<file path="src/rtl/tracking_velocity_controller_assert.svh">
// ----------------------------------------------------------------------------
// Assertion macros for the tracking velocity controller
// Shared property forms, clocked on clk and disabled while arst_n is low.
// ----------------------------------------------------------------------------
`ifndef TRACKING_VELOCITY_CONTROLLER_ASSERT_SVH
`define TRACKING_VELOCITY_CONTROLLER_ASSERT_SVH

// The property must hold in the same cycle as the condition.
`define TVC_ASSERT_NOW(label, cond, prop, msg) \
	label: assert property (@(posedge clk) disable iff (!arst_n) (cond) |-> (prop)) \
		else $error(msg);

// The property must hold in the cycle after the condition.
`define TVC_ASSERT_NEXT(label, cond, prop, msg) \
	label: assert property (@(posedge clk) disable iff (!arst_n) (cond) |=> (prop)) \
		else $error(msg);

`endif

</file>
<file path="src/rtl/tvc_pkg.sv">
// ----------------------------------------------------------------------------
// Tracking velocity controller package
// Shared types, codes and fixed tuning constants.
// ----------------------------------------------------------------------------
package tvc_pkg;

	// Item kinds.
	localparam logic [1:0] ACT_POSE    = 2'd0;
	localparam logic [1:0] ACT_MISSION = 2'd1;
	localparam logic [1:0] ACT_TICK    = 2'd2;

	// Tracker status codes.
	localparam logic [1:0] ST_WAIT     = 2'd0;
	localparam logic [1:0] ST_TRACKING = 2'd1;
	localparam logic [1:0] ST_TOO_MANY = 2'd2;

	// Flight modes.
	localparam logic [1:0] MODE_TAKEOFF = 2'd0;
	localparam logic [1:0] MODE_TRACK   = 2'd1;
	localparam logic [1:0] MODE_HOLD    = 2'd2;

	// Register indexes.
	localparam logic [2:0] REG_GAIN_XY      = 3'd0;
	localparam logic [2:0] REG_GAIN_Z       = 3'd1;
	localparam logic [2:0] REG_GAIN_YAW     = 3'd2;
	localparam logic [2:0] REG_LIMIT_XY     = 3'd3;
	localparam logic [2:0] REG_LIMIT_Z      = 3'd4;
	localparam logic [2:0] REG_LIMIT_YAW    = 3'd5;
	localparam logic [2:0] REG_DESIRED      = 3'd6;
	localparam logic [2:0] REG_HOVER_HEIGHT = 3'd7;

	// Fixed-point constants (Q16.16 altitudes, Q3.13 angles, Q0.16 fractions).
	localparam logic signed [31:0] ALT_MISSION_MIN = 32'sd45875;
	localparam logic signed [31:0] ALT_YAW_MIN     = 32'sd19661;
	localparam logic signed [16:0] NEAR_LIMIT      = 17'sd3277;
	localparam logic [15:0]        TENTH_Q16       = 16'd6554;
	localparam logic [15:0]        TWENTIETH_Q16   = 16'd3277;
	localparam logic signed [16:0] PI_Q13          = 17'sd25736;
	localparam logic signed [16:0] TWO_PI_Q13      = 17'sd51472;

	typedef struct packed {
		logic [15:0]        gain_xy;
		logic [15:0]        gain_z;
		logic [15:0]        gain_yaw;
		logic [30:0]        limit_xy;
		logic [30:0]        limit_z;
		logic [14:0]        limit_yaw_rate;
		logic [15:0]        desired_ratio;
		logic signed [31:0] hover_height;
	} cfg_t;

	// Operations issued to the shared multiplier.
	typedef enum logic [2:0] {
		OP_NONE = 3'd0,
		OP_TX   = 3'd1,
		OP_TY   = 3'd2,
		OP_TR   = 3'd3,
		OP_VX   = 3'd4,
		OP_VY   = 3'd5,
		OP_VZ   = 3'd6,
		OP_VR   = 3'd7
	} op_t;

	typedef struct packed {
		logic pose_we;
		logic mission_we;
		logic load_err;
		op_t  op;
		logic load_out;
	} cmd_t;

	typedef struct packed {
		logic track_mode;
	} stat_t;

endpackage

</file>
<file path="src/rtl/tvc_regs.sv">
// ----------------------------------------------------------------------------
// Tracking velocity controller registers
// APB-style configuration registers with read-back.
// ----------------------------------------------------------------------------
module tvc_regs (
	input  logic          clk,
	input  logic          arst_n,
	input  logic          psel,
	input  logic          penable,
	input  logic          pwrite,
	input  logic [4:0]    paddr,
	input  logic [31:0]   pwdata,
	output logic [31:0]   prdata,
	output logic          pready,
	output tvc_pkg::cfg_t cfg
);
	import tvc_pkg::*;

	logic       wr_en;
	logic [2:0] idx;
	cfg_t       cfg_q;

	assign wr_en  = psel && penable && pwrite;
	assign idx    = paddr[4:2];
	assign pready = 1'b1;
	assign cfg    = cfg_q;

	always_ff @(posedge clk or negedge arst_n) begin
		if (!arst_n) begin
			cfg_q.gain_xy        <= 16'd256;
			cfg_q.gain_z         <= 16'd205;
			cfg_q.gain_yaw       <= 16'd768;
			cfg_q.limit_xy       <= 31'd26214;
			cfg_q.limit_z        <= 31'd13107;
			cfg_q.limit_yaw_rate <= 15'd1229;
			cfg_q.desired_ratio  <= 16'd6554;
			cfg_q.hover_height   <= 32'sd65536;
		end else if (wr_en) begin
			case (idx)
				REG_GAIN_XY:      cfg_q.gain_xy        <= pwdata[15:0];
				REG_GAIN_Z:       cfg_q.gain_z         <= pwdata[15:0];
				REG_GAIN_YAW:     cfg_q.gain_yaw       <= pwdata[15:0];
				REG_LIMIT_XY:     cfg_q.limit_xy       <= pwdata[30:0];
				REG_LIMIT_Z:      cfg_q.limit_z        <= pwdata[30:0];
				REG_LIMIT_YAW:    cfg_q.limit_yaw_rate <= pwdata[14:0];
				REG_DESIRED:      cfg_q.desired_ratio  <= pwdata[15:0];
				REG_HOVER_HEIGHT: cfg_q.hover_height   <= pwdata;
				default: ;
			endcase
		end
	end

	always_comb begin
		case (idx)
			REG_GAIN_XY:      prdata = {16'd0, cfg_q.gain_xy};
			REG_GAIN_Z:       prdata = {16'd0, cfg_q.gain_z};
			REG_GAIN_YAW:     prdata = {16'd0, cfg_q.gain_yaw};
			REG_LIMIT_XY:     prdata = {1'b0, cfg_q.limit_xy};
			REG_LIMIT_Z:      prdata = {1'b0, cfg_q.limit_z};
			REG_LIMIT_YAW:    prdata = {17'd0, cfg_q.limit_yaw_rate};
			REG_DESIRED:      prdata = {16'd0, cfg_q.desired_ratio};
			REG_HOVER_HEIGHT: prdata = cfg_q.hover_height;
			default:          prdata = 32'd0;
		endcase
	end

endmodule

</file>
<file path="src/rtl/tvc_datapath.sv">
// ----------------------------------------------------------------------------
// Tracking velocity controller datapath
// Pose and mission state, error registers, one shared multiplier with a
// rounding and clamping writeback stage, and the result register.
// ----------------------------------------------------------------------------
module tvc_datapath (
	input  logic                clk,
	input  logic                arst_n,
	input  tvc_pkg::cfg_t       cfg,
	input  tvc_pkg::cmd_t       cmd,
	output tvc_pkg::stat_t      stat,
	input  logic signed [31:0]  pos_x,
	input  logic signed [31:0]  pos_y,
	input  logic signed [31:0]  pos_z,
	input  logic signed [15:0]  heading,
	input  logic [1:0]          track_status,
	input  logic [15:0]         size_ratio,
	input  logic signed [15:0]  side_offset,
	output logic signed [31:0]  cmd_vx,
	output logic signed [31:0]  cmd_vy,
	output logic signed [31:0]  cmd_vz,
	output logic signed [15:0]  cmd_yaw_rate,
	output logic [1:0]          flight_mode
);
	import tvc_pkg::*;

	// Pose and mission state.
	logic signed [31:0] cur_x_q, cur_y_q, cur_z_q;
	logic signed [15:0] cur_h_q;
	logic signed [31:0] hold_x_q, hold_y_q, hold_z_q;
	logic signed [15:0] hold_h_q;
	logic [1:0]         mode_q;
	logic [15:0]        trk_ratio_q;
	logic signed [15:0] trk_offset_q;

	// Errors of the current tick.
	logic signed [32:0] ex_q, ey_q, ez_q;
	logic signed [15:0] eyaw_q;

	// Multiplier stage.
	logic [48:0] prod_s1;
	logic        neg_s1;
	op_t         op_s1;

	// Results and output register.
	logic signed [31:0] res_vx_q, res_vy_q, res_vz_q;
	logic signed [15:0] res_vr_q;
	logic signed [31:0] out_vx_q, out_vy_q, out_vz_q;
	logic signed [15:0] out_vr_q;
	logic [1:0]         out_mode_q;

	logic               alt_ok;
	logic               low_alt;
	logic signed [16:0] ratio_diff;
	logic signed [16:0] off17;
	logic               near;

	logic signed [32:0] ld_ex, ld_ey, ld_ez;
	logic signed [16:0] yaw_raw, yaw_w1, yaw_w2;

	logic signed [16:0] trk_diff;
	logic signed [32:0] op_a;
	logic [15:0]        op_b;
	logic [32:0]        op_mag;

	logic [4:0]  shamt;
	logic [49:0] rnd_sum;
	logic [49:0] rnd_shift;
	logic [40:0] mag_r;
	logic [40:0] lim;
	logic [40:0] mag_sel;
	logic [41:0] sval;

	logic        vx_in_lim;
	logic        yaw_in_pi;

	assign stat.track_mode = (mode_q == MODE_TRACK);
	assign alt_ok  = (cur_z_q > ALT_MISSION_MIN);
	assign low_alt = (cur_z_q < ALT_YAW_MIN);

	assign ratio_diff = $signed({1'b0, size_ratio}) - $signed({1'b0, cfg.desired_ratio});
	assign off17      = {side_offset[15], side_offset};
	assign near       = (ratio_diff > -NEAR_LIMIT) && (ratio_diff < NEAR_LIMIT) &&
	                    (off17 > -NEAR_LIMIT) && (off17 < NEAR_LIMIT);

	always_ff @(posedge clk or negedge arst_n) begin
		if (!arst_n) begin
			cur_x_q      <= '0;
			cur_y_q      <= '0;
			cur_z_q      <= '0;
			cur_h_q      <= '0;
			hold_x_q     <= '0;
			hold_y_q     <= '0;
			hold_z_q     <= '0;
			hold_h_q     <= '0;
			mode_q       <= MODE_TAKEOFF;
			trk_ratio_q  <= '0;
			trk_offset_q <= '0;
		end else if (cmd.pose_we) begin
			cur_x_q <= pos_x;
			cur_y_q <= pos_y;
			cur_z_q <= pos_z;
			cur_h_q <= heading;
		end else if (cmd.mission_we && alt_ok) begin
			case (track_status)
				ST_TRACKING: begin
					if (near) begin
						if (mode_q != MODE_HOLD) begin
							hold_x_q <= cur_x_q;
							hold_y_q <= cur_y_q;
							hold_z_q <= cur_z_q;
							hold_h_q <= cur_h_q;
						end
						mode_q <= MODE_HOLD;
					end else begin
						mode_q       <= MODE_TRACK;
						trk_ratio_q  <= size_ratio;
						trk_offset_q <= side_offset;
					end
				end
				ST_WAIT, ST_TOO_MANY: begin
					mode_q   <= MODE_HOLD;
					hold_x_q <= cur_x_q;
					hold_y_q <= cur_y_q;
					hold_z_q <= cfg.hover_height;
					hold_h_q <= cur_h_q;
				end
				default: ;
			endcase
		end
	end

	// Errors for takeoff and hold; in track mode x, y and yaw are replaced
	// later by the scaled tracker terms.
	always_comb begin
		ld_ez = {cfg.hover_height[31], cfg.hover_height} - {cur_z_q[31], cur_z_q};
		case (mode_q)
			MODE_TAKEOFF: begin
				ld_ex   = 33'sd0 - {cur_x_q[31], cur_x_q};
				ld_ey   = 33'sd0 - {cur_y_q[31], cur_y_q};
				yaw_raw = 17'sd0 - {cur_h_q[15], cur_h_q};
			end
			MODE_TRACK: begin
				ld_ex   = '0;
				ld_ey   = '0;
				yaw_raw = '0;
			end
			default: begin
				ld_ex   = {hold_x_q[31], hold_x_q} - {cur_x_q[31], cur_x_q};
				ld_ey   = {hold_y_q[31], hold_y_q} - {cur_y_q[31], cur_y_q};
				ld_ez   = {hold_z_q[31], hold_z_q} - {cur_z_q[31], cur_z_q};
				yaw_raw = {hold_h_q[15], hold_h_q} - {cur_h_q[15], cur_h_q};
			end
		endcase
	end

	// Two wrap steps bring any difference of two headings into +-pi.
	always_comb begin
		if (yaw_raw > PI_Q13) begin
			yaw_w1 = yaw_raw - TWO_PI_Q13;
		end else if (yaw_raw < -PI_Q13) begin
			yaw_w1 = yaw_raw + TWO_PI_Q13;
		end else begin
			yaw_w1 = yaw_raw;
		end
		if (yaw_w1 > PI_Q13) begin
			yaw_w2 = yaw_w1 - TWO_PI_Q13;
		end else if (yaw_w1 < -PI_Q13) begin
			yaw_w2 = yaw_w1 + TWO_PI_Q13;
		end else begin
			yaw_w2 = yaw_w1;
		end
	end

	// Operand selection for the shared multiplier.
	assign trk_diff = $signed({1'b0, cfg.desired_ratio}) - $signed({1'b0, trk_ratio_q});

	always_comb begin
		case (cmd.op)
			OP_TX: begin
				op_a = {{16{trk_diff[16]}}, trk_diff};
				op_b = TENTH_Q16;
			end
			OP_TY: begin
				op_a = {{17{trk_offset_q[15]}}, trk_offset_q};
				op_b = TENTH_Q16;
			end
			OP_TR: begin
				op_a = {{17{trk_offset_q[15]}}, trk_offset_q};
				op_b = TWENTIETH_Q16;
			end
			OP_VX: begin
				op_a = ex_q;
				op_b = cfg.gain_xy;
			end
			OP_VY: begin
				op_a = ey_q;
				op_b = cfg.gain_xy;
			end
			OP_VZ: begin
				op_a = ez_q;
				op_b = cfg.gain_z;
			end
			OP_VR: begin
				op_a = {{17{eyaw_q[15]}}, eyaw_q};
				op_b = cfg.gain_yaw;
			end
			default: begin
				op_a = '0;
				op_b = '0;
			end
		endcase
	end

	assign op_mag = op_a[32] ? (33'd0 - op_a) : op_a;

	always_ff @(posedge clk or negedge arst_n) begin
		if (!arst_n) begin
			op_s1 <= OP_NONE;
		end else begin
			op_s1 <= cmd.op;
		end
	end

	always_ff @(posedge clk) begin
		prod_s1 <= op_mag * op_b;
		neg_s1  <= op_a[32];
	end

	// Round to nearest with ties away from zero on the magnitude, then clamp.
	always_comb begin
		case (op_s1)
			OP_TX:   shamt = 5'd16;
			OP_TY:   shamt = 5'd15;
			OP_TR:   shamt = 5'd18;
			default: shamt = 5'd8;
		endcase
		case (op_s1)
			OP_VX, OP_VY: lim = {10'd0, cfg.limit_xy};
			OP_VZ:        lim = {10'd0, cfg.limit_z};
			OP_VR:        lim = {26'd0, cfg.limit_yaw_rate};
			default:      lim = '1;
		endcase
	end

	assign rnd_sum   = {1'b0, prod_s1} + (50'd1 << (shamt - 5'd1));
	assign rnd_shift = rnd_sum >> shamt;
	assign mag_r     = rnd_shift[40:0];
	assign mag_sel   = (mag_r > lim) ? lim : mag_r;
	assign sval      = neg_s1 ? (42'd0 - {1'b0, mag_sel}) : {1'b0, mag_sel};

	always_ff @(posedge clk) begin
		if (cmd.load_err) begin
			ex_q   <= ld_ex;
			ey_q   <= ld_ey;
			ez_q   <= ld_ez;
			eyaw_q <= yaw_w2[15:0];
		end else begin
			case (op_s1)
				OP_TX: ex_q     <= sval[32:0];
				OP_TY: ey_q     <= sval[32:0];
				OP_TR: eyaw_q   <= sval[15:0];
				OP_VX: res_vx_q <= sval[31:0];
				OP_VY: res_vy_q <= sval[31:0];
				OP_VZ: res_vz_q <= sval[31:0];
				OP_VR: res_vr_q <= low_alt ? 16'sd0 : sval[15:0];
				default: ;
			endcase
		end
		if (cmd.load_out) begin
			out_vx_q   <= res_vx_q;
			out_vy_q   <= res_vy_q;
			out_vz_q   <= res_vz_q;
			out_vr_q   <= res_vr_q;
			out_mode_q <= mode_q;
		end
	end

	assign cmd_vx       = out_vx_q;
	assign cmd_vy       = out_vy_q;
	assign cmd_vz       = out_vz_q;
	assign cmd_yaw_rate = out_vr_q;
	assign flight_mode  = out_mode_q;

	assign vx_in_lim = (res_vx_q <= $signed({1'b0, cfg.limit_xy})) &&
	                   (res_vx_q >= -$signed({1'b0, cfg.limit_xy}));
	assign yaw_in_pi = (eyaw_q <= PI_Q13) && (eyaw_q >= -PI_Q13);

`include "tracking_velocity_controller_assert.svh"

	`TVC_ASSERT_NEXT(a_yaw_zero_low, op_s1 == OP_VR && low_alt, res_vr_q == 16'sd0, "yaw not zeroed")
	`TVC_ASSERT_NEXT(a_vx_in_limit, op_s1 == OP_VX, vx_in_lim, "x command outside its limit")
	`TVC_ASSERT_NEXT(a_yaw_wrapped, cmd.load_err, yaw_in_pi, "yaw error not wrapped")

endmodule

</file>
<file path="src/rtl/tvc_ctrl.sv">
// ----------------------------------------------------------------------------
// Tracking velocity controller sequencer
// Accepts items, steps a tick through the shared multiplier and loads the
// output register.
// ----------------------------------------------------------------------------
module tvc_ctrl (
	input  logic           clk,
	input  logic           arst_n,
	input  logic           in_valid,
	output logic           in_ready,
	input  logic [1:0]     action,
	output logic           out_valid,
	input  logic           out_ready,
	output tvc_pkg::cmd_t  cmd,
	input  tvc_pkg::stat_t stat
);
	import tvc_pkg::*;

	typedef enum logic [10:0] {
		S_IDLE = 11'b00000000001,
		S_LOAD = 11'b00000000010,
		S_T_X  = 11'b00000000100,
		S_T_Y  = 11'b00000001000,
		S_T_R  = 11'b00000010000,
		S_G_X  = 11'b00000100000,
		S_G_Y  = 11'b00001000000,
		S_G_Z  = 11'b00010000000,
		S_G_R  = 11'b00100000000,
		S_WB   = 11'b01000000000,
		S_FIN  = 11'b10000000000
	} state_t;

	state_t state_q, state_nx;
	logic   out_valid_q;
	logic   accept;
	logic   out_free;

	assign in_ready = (state_q == S_IDLE);
	assign accept   = in_valid && in_ready;
	assign out_free = !out_valid_q || out_ready;

	always_comb begin
		state_nx       = state_q;
		cmd.pose_we    = 1'b0;
		cmd.mission_we = 1'b0;
		cmd.load_err   = 1'b0;
		cmd.op         = OP_NONE;
		cmd.load_out   = 1'b0;
		case (state_q)
			S_IDLE: begin
				cmd.pose_we    = accept && (action == ACT_POSE);
				cmd.mission_we = accept && (action == ACT_MISSION);
				if (accept && (action == ACT_TICK)) begin
					state_nx = S_LOAD;
				end
			end
			S_LOAD: begin
				cmd.load_err = 1'b1;
				state_nx     = stat.track_mode ? S_T_X : S_G_X;
			end
			S_T_X: begin
				cmd.op   = OP_TX;
				state_nx = S_T_Y;
			end
			S_T_Y: begin
				cmd.op   = OP_TY;
				state_nx = S_T_R;
			end
			S_T_R: begin
				cmd.op   = OP_TR;
				state_nx = S_G_X;
			end
			S_G_X: begin
				cmd.op   = OP_VX;
				state_nx = S_G_Y;
			end
			S_G_Y: begin
				cmd.op   = OP_VY;
				state_nx = S_G_Z;
			end
			S_G_Z: begin
				cmd.op   = OP_VZ;
				state_nx = S_G_R;
			end
			S_G_R: begin
				cmd.op   = OP_VR;
				state_nx = S_WB;
			end
			S_WB: begin
				state_nx = S_FIN;
			end
			S_FIN: begin
				// Waits here only while the previous beat is still unclaimed.
				if (out_free) begin
					cmd.load_out = 1'b1;
					state_nx     = S_IDLE;
				end
			end
			default: begin
				state_nx = S_IDLE;
			end
		endcase
	end

	always_ff @(posedge clk or negedge arst_n) begin
		if (!arst_n) begin
			state_q     <= S_IDLE;
			out_valid_q <= 1'b0;
		end else begin
			state_q <= state_nx;
			if (cmd.load_out) begin
				out_valid_q <= 1'b1;
			end else if (out_ready) begin
				out_valid_q <= 1'b0;
			end
		end
	end

	assign out_valid = out_valid_q;

`include "tracking_velocity_controller_assert.svh"

	`TVC_ASSERT_NEXT(a_tick_starts, accept && action == ACT_TICK, state_q == S_LOAD, "tick did not start the sequence")
	`TVC_ASSERT_NOW(a_out_from_fin, $rose(out_valid_q), $past(state_q) == S_FIN, "result raised outside the final step")
	`TVC_ASSERT_NEXT(a_fin_loads, state_q == S_FIN && out_free, out_valid_q && state_q == S_IDLE, "result not presented after the final step")

endmodule

</file>
<file path="src/rtl/tracking_velocity_controller.sv">
// ----------------------------------------------------------------------------
// Tracking velocity controller
// Proportional x, y, z and yaw-rate commands for a drone following a subject,
// with a takeoff, track and hold mode machine and APB-style configuration.
//
//   Channel   Handshake             Beat contents
//   input     in_valid / in_ready   action, pose, status, ratio, offset
//   output    out_valid / out_ready cmd_vx, cmd_vy, cmd_vz, cmd_yaw_rate,
//                                   flight_mode
//   config    psel / penable        paddr, pwdata, prdata
//
// Pose and mission items are stored as they are accepted. A tick item runs
// through load, the multiplier steps, writeback and the final step: one shared
// multiplier runs one product per cycle, three extra in track mode.
// The result sits in an output register, so new items are taken while it waits;
// a tick stalls only in its last step while the previous result is unclaimed.
// Reset is asynchronous and needs no clearing pass.
// ----------------------------------------------------------------------------
module tracking_velocity_controller (
	input  logic               clk,
	input  logic               arst_n,
	input  logic               psel,
	input  logic               penable,
	input  logic               pwrite,
	input  logic [4:0]         paddr,
	input  logic [31:0]        pwdata,
	output logic [31:0]        prdata,
	output logic               pready,
	input  logic               in_valid,
	output logic               in_ready,
	input  logic [1:0]         action,
	input  logic signed [31:0] pos_x,
	input  logic signed [31:0] pos_y,
	input  logic signed [31:0] pos_z,
	input  logic signed [15:0] heading,
	input  logic [1:0]         track_status,
	input  logic [15:0]        size_ratio,
	input  logic signed [15:0] side_offset,
	output logic               out_valid,
	input  logic               out_ready,
	output logic signed [31:0] cmd_vx,
	output logic signed [31:0] cmd_vy,
	output logic signed [31:0] cmd_vz,
	output logic signed [15:0] cmd_yaw_rate,
	output logic [1:0]         flight_mode
);
	import tvc_pkg::*;

	cfg_t  cfg;
	cmd_t  cmd;
	stat_t stat;

	tvc_regs u_regs (
		.clk     (clk),
		.arst_n  (arst_n),
		.psel    (psel),
		.penable (penable),
		.pwrite  (pwrite),
		.paddr   (paddr),
		.pwdata  (pwdata),
		.prdata  (prdata),
		.pready  (pready),
		.cfg     (cfg)
	);

	tvc_ctrl u_ctrl (
		.clk       (clk),
		.arst_n    (arst_n),
		.in_valid  (in_valid),
		.in_ready  (in_ready),
		.action    (action),
		.out_valid (out_valid),
		.out_ready (out_ready),
		.cmd       (cmd),
		.stat      (stat)
	);

	tvc_datapath u_datapath (
		.clk          (clk),
		.arst_n       (arst_n),
		.cfg          (cfg),
		.cmd          (cmd),
		.stat         (stat),
		.pos_x        (pos_x),
		.pos_y        (pos_y),
		.pos_z        (pos_z),
		.heading      (heading),
		.track_status (track_status),
		.size_ratio   (size_ratio),
		.side_offset  (side_offset),
		.cmd_vx       (cmd_vx),
		.cmd_vy       (cmd_vy),
		.cmd_vz       (cmd_vz),
		.cmd_yaw_rate (cmd_yaw_rate),
		.flight_mode  (flight_mode)
	);

endmodule

</file>
<file path="config.mk">
export PLATFORM = sky130hd
export DESIGN_NAME = tracking_velocity_controller
export DESIGN_NICKNAME = d
export VERILOG_FILES = /design/src/rtl/tvc_pkg.sv /design/src/rtl/tvc_regs.sv /design/src/rtl/tvc_datapath.sv /design/src/rtl/tvc_ctrl.sv /design/src/rtl/tracking_velocity_controller.sv
export VERILOG_INCLUDE_DIRS = /design/src /design/src/rtl
export SDC_FILE = /design/constraint.sdc
export NUM_CORES = 2
export LEC_CHECK = 0
export ABC_AREA = 1
export BUFFER_PORTS_ARGS = -buffer_cell sky130_fd_sc_hd__buf_2
export CAP_MARGIN = 20
export CORE_MARGIN = 2
export CORE_UTILIZATION = 25
export DETAILED_ROUTE_END_ITERATION = 8
export PLACE_DENSITY = 0.48
export SYNTH_ARGS = -nofsm -noshare
export SYNTH_HDL_FRONTEND = slang
export SYNTH_SLANG_ARGS = --single-unit
</file>
<file path="constraint.sdc">
create_clock -name clk -period 17.68 [get_ports clk]
set_input_delay 1.768 -clock clk [delete_from_list [all_inputs] [get_ports clk]]
set_output_delay 1.768 -clock clk [all_outputs]
set_load 0.05 [all_outputs]
</file>
# == After elaboration in Yosys (flattened, before gate mapping) ==
# Cells that the tools add are included.
# classes
n_addsub,18
mul,1
order_cmp,11
eq_ne,42
n_shift,2
muxes,47
n_bitwise,3
reduce_logical,43
# op_table
op,n
$mux 33,8
$pmux 32 s8,1
$pmux 33 s6,1
$mux 32,6
$pmux 32 s2,3
$pmux 33 s2,2
$sub 32x32->33,4
$pmux 41 s3,1
$pmux 11 s11,1
$mux 16,6
$pmux 16 s5,1
$sub 1x32->33 const A,2
$sub 1x33->33 const A,2
$sub 16x16->17,3
$add 49x50->50,1
$shl 1x5->50 const A,1
$shr 50x5->41,1
$mul 33x16->49,1
$gt 41x41->1,1
$eq 3x3->1 const B,12
$gt 17x16->1 const B,2
$lt 17x16->1 const B,2
$mux 17,2
$pmux 17 s2,1
other kinds (49),102
# totals
register_bits,837
in_bits,192
out_inout_bits,149
wordCells,204

# == Longest topological paths before layout ==
# depth
word_depth,12
ltp_mapped,56
mapped_depth_nobuf,55

# == Hierarchy ==
# A second synthesis with hierarchy kept.
# unflattened
hier_cells,8590
hier_area_um2,66875.4
# by_module_without_submodules
mod,n_inst,cells_per_inst,area_each_um2
tvc_datapath,1,7546,58253.4
tvc_regs,1,945,7910.1
tvc_ctrl,1,99,711.9

# == Worst setup path before layout ==
# Ideal clock, no wire load.
# synth_path
path_type,flip-flop to flip-flop
start,register u_ctrl.state_q[0]
end,register u_datapath.prod_s1[47]
setup_time_ps,138
t_arrival_ps,8792
required_ps,17542
path_slack_ps,8750
path_stages_with_launch,51
n_path_buf,2
path_cell_list,dfstp_2 > nor2_1 > nand2_1 > inv_2 > nand2_4 > nor2_2 > buf_6 > a22oi_1 > nand3b_1 > a21oi_1 > clkbuf_1 > ha_1 > nand3_1 > nor2_1 > inv_2 > nor2_4 > nand2_2 > nor2_2 > [... 15 more ...] > fa_1 > inv_1 > fa_1 > inv_1 > ha_1 > nand2_1 > nor2_1 > nand2_1 > nor4_1 > a21oi_1 > o31ai_1 > a21boi_0 > nor2_1 > nor2_1 > o31ai_1 > nand2_1 > o311ai_0 > xor2_1
# synth_between
elab_chain_cells,8
# synth_rtl
item,line,rtl
"start, declared",tvc_ctrl.sv:33,"state_t state_q, state_nx;"
"start signal, assigned",tvc_ctrl.sv:110,state_q <= state_nx;
$eq 11x9->1 (tied with other cells),tvc_ctrl.sv:49,case (state_q)
$pmux 3 s7 *,tvc_ctrl.sv:49,
$eq 3x2->1,tvc_datapath.sv:179,case (cmd.op)
$reduce_or 2->1 (no line),--,
$pmux 33 s6,tvc_datapath.sv:179,
$sub 1x33->33,tvc_datapath.sv:215,assign op_mag = op_a[32] ? (33'd0 - op_a) : op_a;
$mux 33,tvc_datapath.sv:215,
$mul 33x16->49 *,tvc_datapath.sv:226,prod_s1 <= op_mag * op_b;
"end signal, assigned",tvc_datapath.sv:226,
"end, declared",tvc_datapath.sv:41,logic [48:0] prod_s1;
# Mark *: on every way between the ends. The rest lies on a longest branch, timed or not.
# A chain may end at the register's enable or synchronous reset.

# == Final worst setup path ==
# layout_path
start,register u_regs.cfg_q (netlist bit u_regs.cfg[33])
end,register u_datapath.prod_s1[47]
# layout_between
elab_chain_cells,5
# layout_rtl
item,line,rtl
"start, declared",tvc_regs.sv:21,cfg_t cfg_q;
$sub 16x16->17 *,tvc_datapath.sv:176,"assign trk_diff = $signed({1'b0, cfg.desired_ratio}) - $signed({1'b0, trk_ratio_q});"
$pmux 33 s6 *,tvc_datapath.sv:179,
$sub 1x33->33,tvc_datapath.sv:215,
$mux 33 *,tvc_datapath.sv:215,
$mul 33x16->49 *,tvc_datapath.sv:226,
# Marked as above.

==> run metrics <==
run status finished clean; Die Area roughly 270000 µm²; final period utilization 0.6384; critical path arrival about 12 ns; DR iter-0 viols 4727; width of the die ~520 µm; Crit Path Max Fanout 21; Die Y between 500 and 600 µm; ys flop type dfrtp_1; Crit-path slowest cell a21boi_2; metal2 WL ~120 mm; CP startpoint kind register; number of buffers added for setup after CTS 0; relative slew slack 0.2032; final hold vios 0; Final min period 11.29 ns; clock sink total between 800 and 900; Synth area leader edfxtp_1; via count 57253; Seq/Total Area, Yosys 0.3382; Residual DRC 0; hold_ws 0.4152 ns; PortBufs roughly 340; power consumption between 10 and 15 mW; io pins around 340; Final Routed Wirelength about 260 mm; mapped cell area about 66000 µm²; Crit Path Class register to register; first-pass GRT wire length about 380 mm; largest cells by area after synthesis edfxtp_1, dfrtp_1, fa_1, nand2_1, inv_1; Core Box Area ~260000 µm²; Max Clock Skew between 0.09 and 0.1 ns; Avg Inst Size Synth approximately 8 µm²; nets@finish 9546; clock root buffer clkbuf_16; wire per inst 21.49 µm; RSZ-0062 raised after global routing false; Worst Hold Class register to register; routed length on met1 about 110 mm; Synth top area share 0.1544; CTS HTree Levels 3; endpoints failing setup 0; worst skew pair latency between 0.7 and 0.8 ns; Worst Tran Pin Value between 1 and 1.5 ns; All-Layer GR Usage 0.1901; maxcap violations 0; Reg clk slew, reported paths about 0.070 ns; number of synthesized flops with an enable pin between 300 and 400; register bit total from synthesis ~840; initial antenna violation count 25; Post-CTS Hold Buffers 0; Leak 35.87 nW; row count between 150 and 200; via/cell ratio approximately 4.7; Commonest cells post-synth nand2_1, inv_1, nor2_1; grt ovf 0; top-count cell post-synth nand2_1; number of global-route vias before repair roughly 56000; Synth async-reset ratio 0.5335; critical path endpoint category register; gate count after technology mapping roughly 8300; Setup Total Neg Slack 0 ns; max-slew violations 0; area occupied by multi-input gates 37660 µm²; CTS tree done; deepest clock path buffer count 3; top sig layer met5; placer congestion estimate ~0.94; Gates resized, CTS repair 0; Area growth, synth to finish 14.13%; CP Data Required Time between 15 and 20 ns; first-pass iteration count of the detailed router 6; Detailed Place HPWL approximately 210 mm; Yosys cell types 77; YS warnings 0; share of cells above drive strength 1 0.1055; Num CTS Buffers 94; Routed Antenna Nets 0; initial core utilization 0.2506; most frequent CP cell nand2_1; largest net degree at the start of global routing roughly 120; fillcell total between 20000 and 30000; pwr dens 134.1 nW/µm²; metal3 WL 13.52 mm; Max Fclk a little under 90 MHz; slowest cell delay on critical path just under 0.8 ns; Peak supply drop 0.1485 mV; Register Area approximately 22000 µm²
routing by layer:
| layer | GRT usage | vias up |
|---|---|---|
| li1 | - | 27212 |
| met1 | 0.2482 | 28000 |
| met2 | 0.3117 | 1671 |
| met3 | 0.02629 | 354 |
| met4 | 0.08527 | 16 |
| met5 | 0 | - |
state kept, by name, summed over array words and instances, names as in the netlist, 33 cells and up:
name / count
u_regs.cfg: 173
u_datapath.ex_q: 33
u_datapath.ez_q: 33
u_datapath.prod_s1: 48
u_datapath.ey_q: 33
critical path, delay by kind of cell (launching register included):
kind,cells,cell delay (ns)
xor gates and xnor gates,1,0.22
and+or+nand+nor,22,3.57
adders and majority gates,8,4.13
DFF,1,0.52
AOI/OAI and AO/OA,8,2.19
buffers and inverters,7,0.63
cell usage in the layout (no fill, tap or decap), types with 22 or more instances in the layout:
master	count
a211oi_1	47
a21oi_1	357
a221oi_1	33
a22oi_1	23
a31oi_1	22
buf_2	337
buf_4	90
clkbuf_16	98
conb_1	30
dfrtp_1	406
dfstp_2	39
dfxtp_1	49
edfxtp_1	341
fa_1	439
ha_1	344
inv_1	1382
inv_2	33
mux2_2	112
nand2_1	2042
nand2_2	36
nand3_1	400
nand4_1	94
nor2_1	608
nor3_1	68
o211ai_1	41
o21a_1	51
o21ai_0	567
o22ai_1	45
xnor2_1	41
xor2_1	105
report_power, final:
group | internal, mW | total, mW | switching (mW)
Sequential | 2.50 | 2.80 | 0.292
Clock | 1.23 | 2.11 | 0.884
Combinational | 1.63 | 5.24 | 3.61
Total | 5.36 | 10.1 | 4.79
logic make-up (layout without fill, tap and decap cells):
family,Yosys count,count (layout),synth area share
xor gates and xnor gates,149,149,0.01968
other,2,37,0.0001132
DFF,836,836,0.3382
buffers and inverters,1691,2034,0.09770
AOI/OAI and AO/OA,1313,1313,0.1135
and+or+nand+nor,3394,3394,0.2143
muxes,112,112,0.01902
adders and majority gates,783,783,0.1974
stage by stage:
stage / util / worst slack, ns / cell area (µm²) / std cells
2_1_floorplan: - / 8.750 / 66430 / 8308
3_3_place_gp: 0.2730 / 6.479 / 72240 / 12000
3_5_place_dp: 0.2733 / 6.441 / 72310 / 12005
4_1_cts: 0.2858 / 6.506 / 75620 / 12181
5_1_grt: 0.2860 / 5.573 / 75680 / 12185
6_report: 0.2860 / 6.393 / 75690 / 12191
worst paths after layout:
check / cells after the start / start / slack, ns / to
worst min register to register: 0 / u_datapath.res_vx_q[25] / 0.42 / u_datapath.cmd_vx[25]
max in group asynchronous: 4 / arst_n / 13.75 / u_regs.cfg[111]
min in group asynchronous: 1 / arst_n / 1.05 / u_datapath.cur_y_q[20]
worst min-delay path: 0 / u_datapath.res_vx_q[25] / 0.42 / u_datapath.cmd_vx[25]
worst max-delay path: 46 / u_regs.cfg[33] / 6.39 / u_datapath.prod_s1[47]
worst max register to register: 46 / u_regs.cfg[33] / 6.39 / u_datapath.prod_s1[47]
layout make-up:
cell class / instances / area share
repair buffers: 434 / 0.03299
clock buffers: 116 / 0.03369
diodes: 7 / 0.0002314
well taps: 3533 / 0.05840
multi-input cells: 5781 / 0.4976
inverters: 1424 / 0.07065
clock inverters: 60 / 0.01010
flip-flops and latches: 836 / 0.2964
Power figures use the tool's default switching activity.
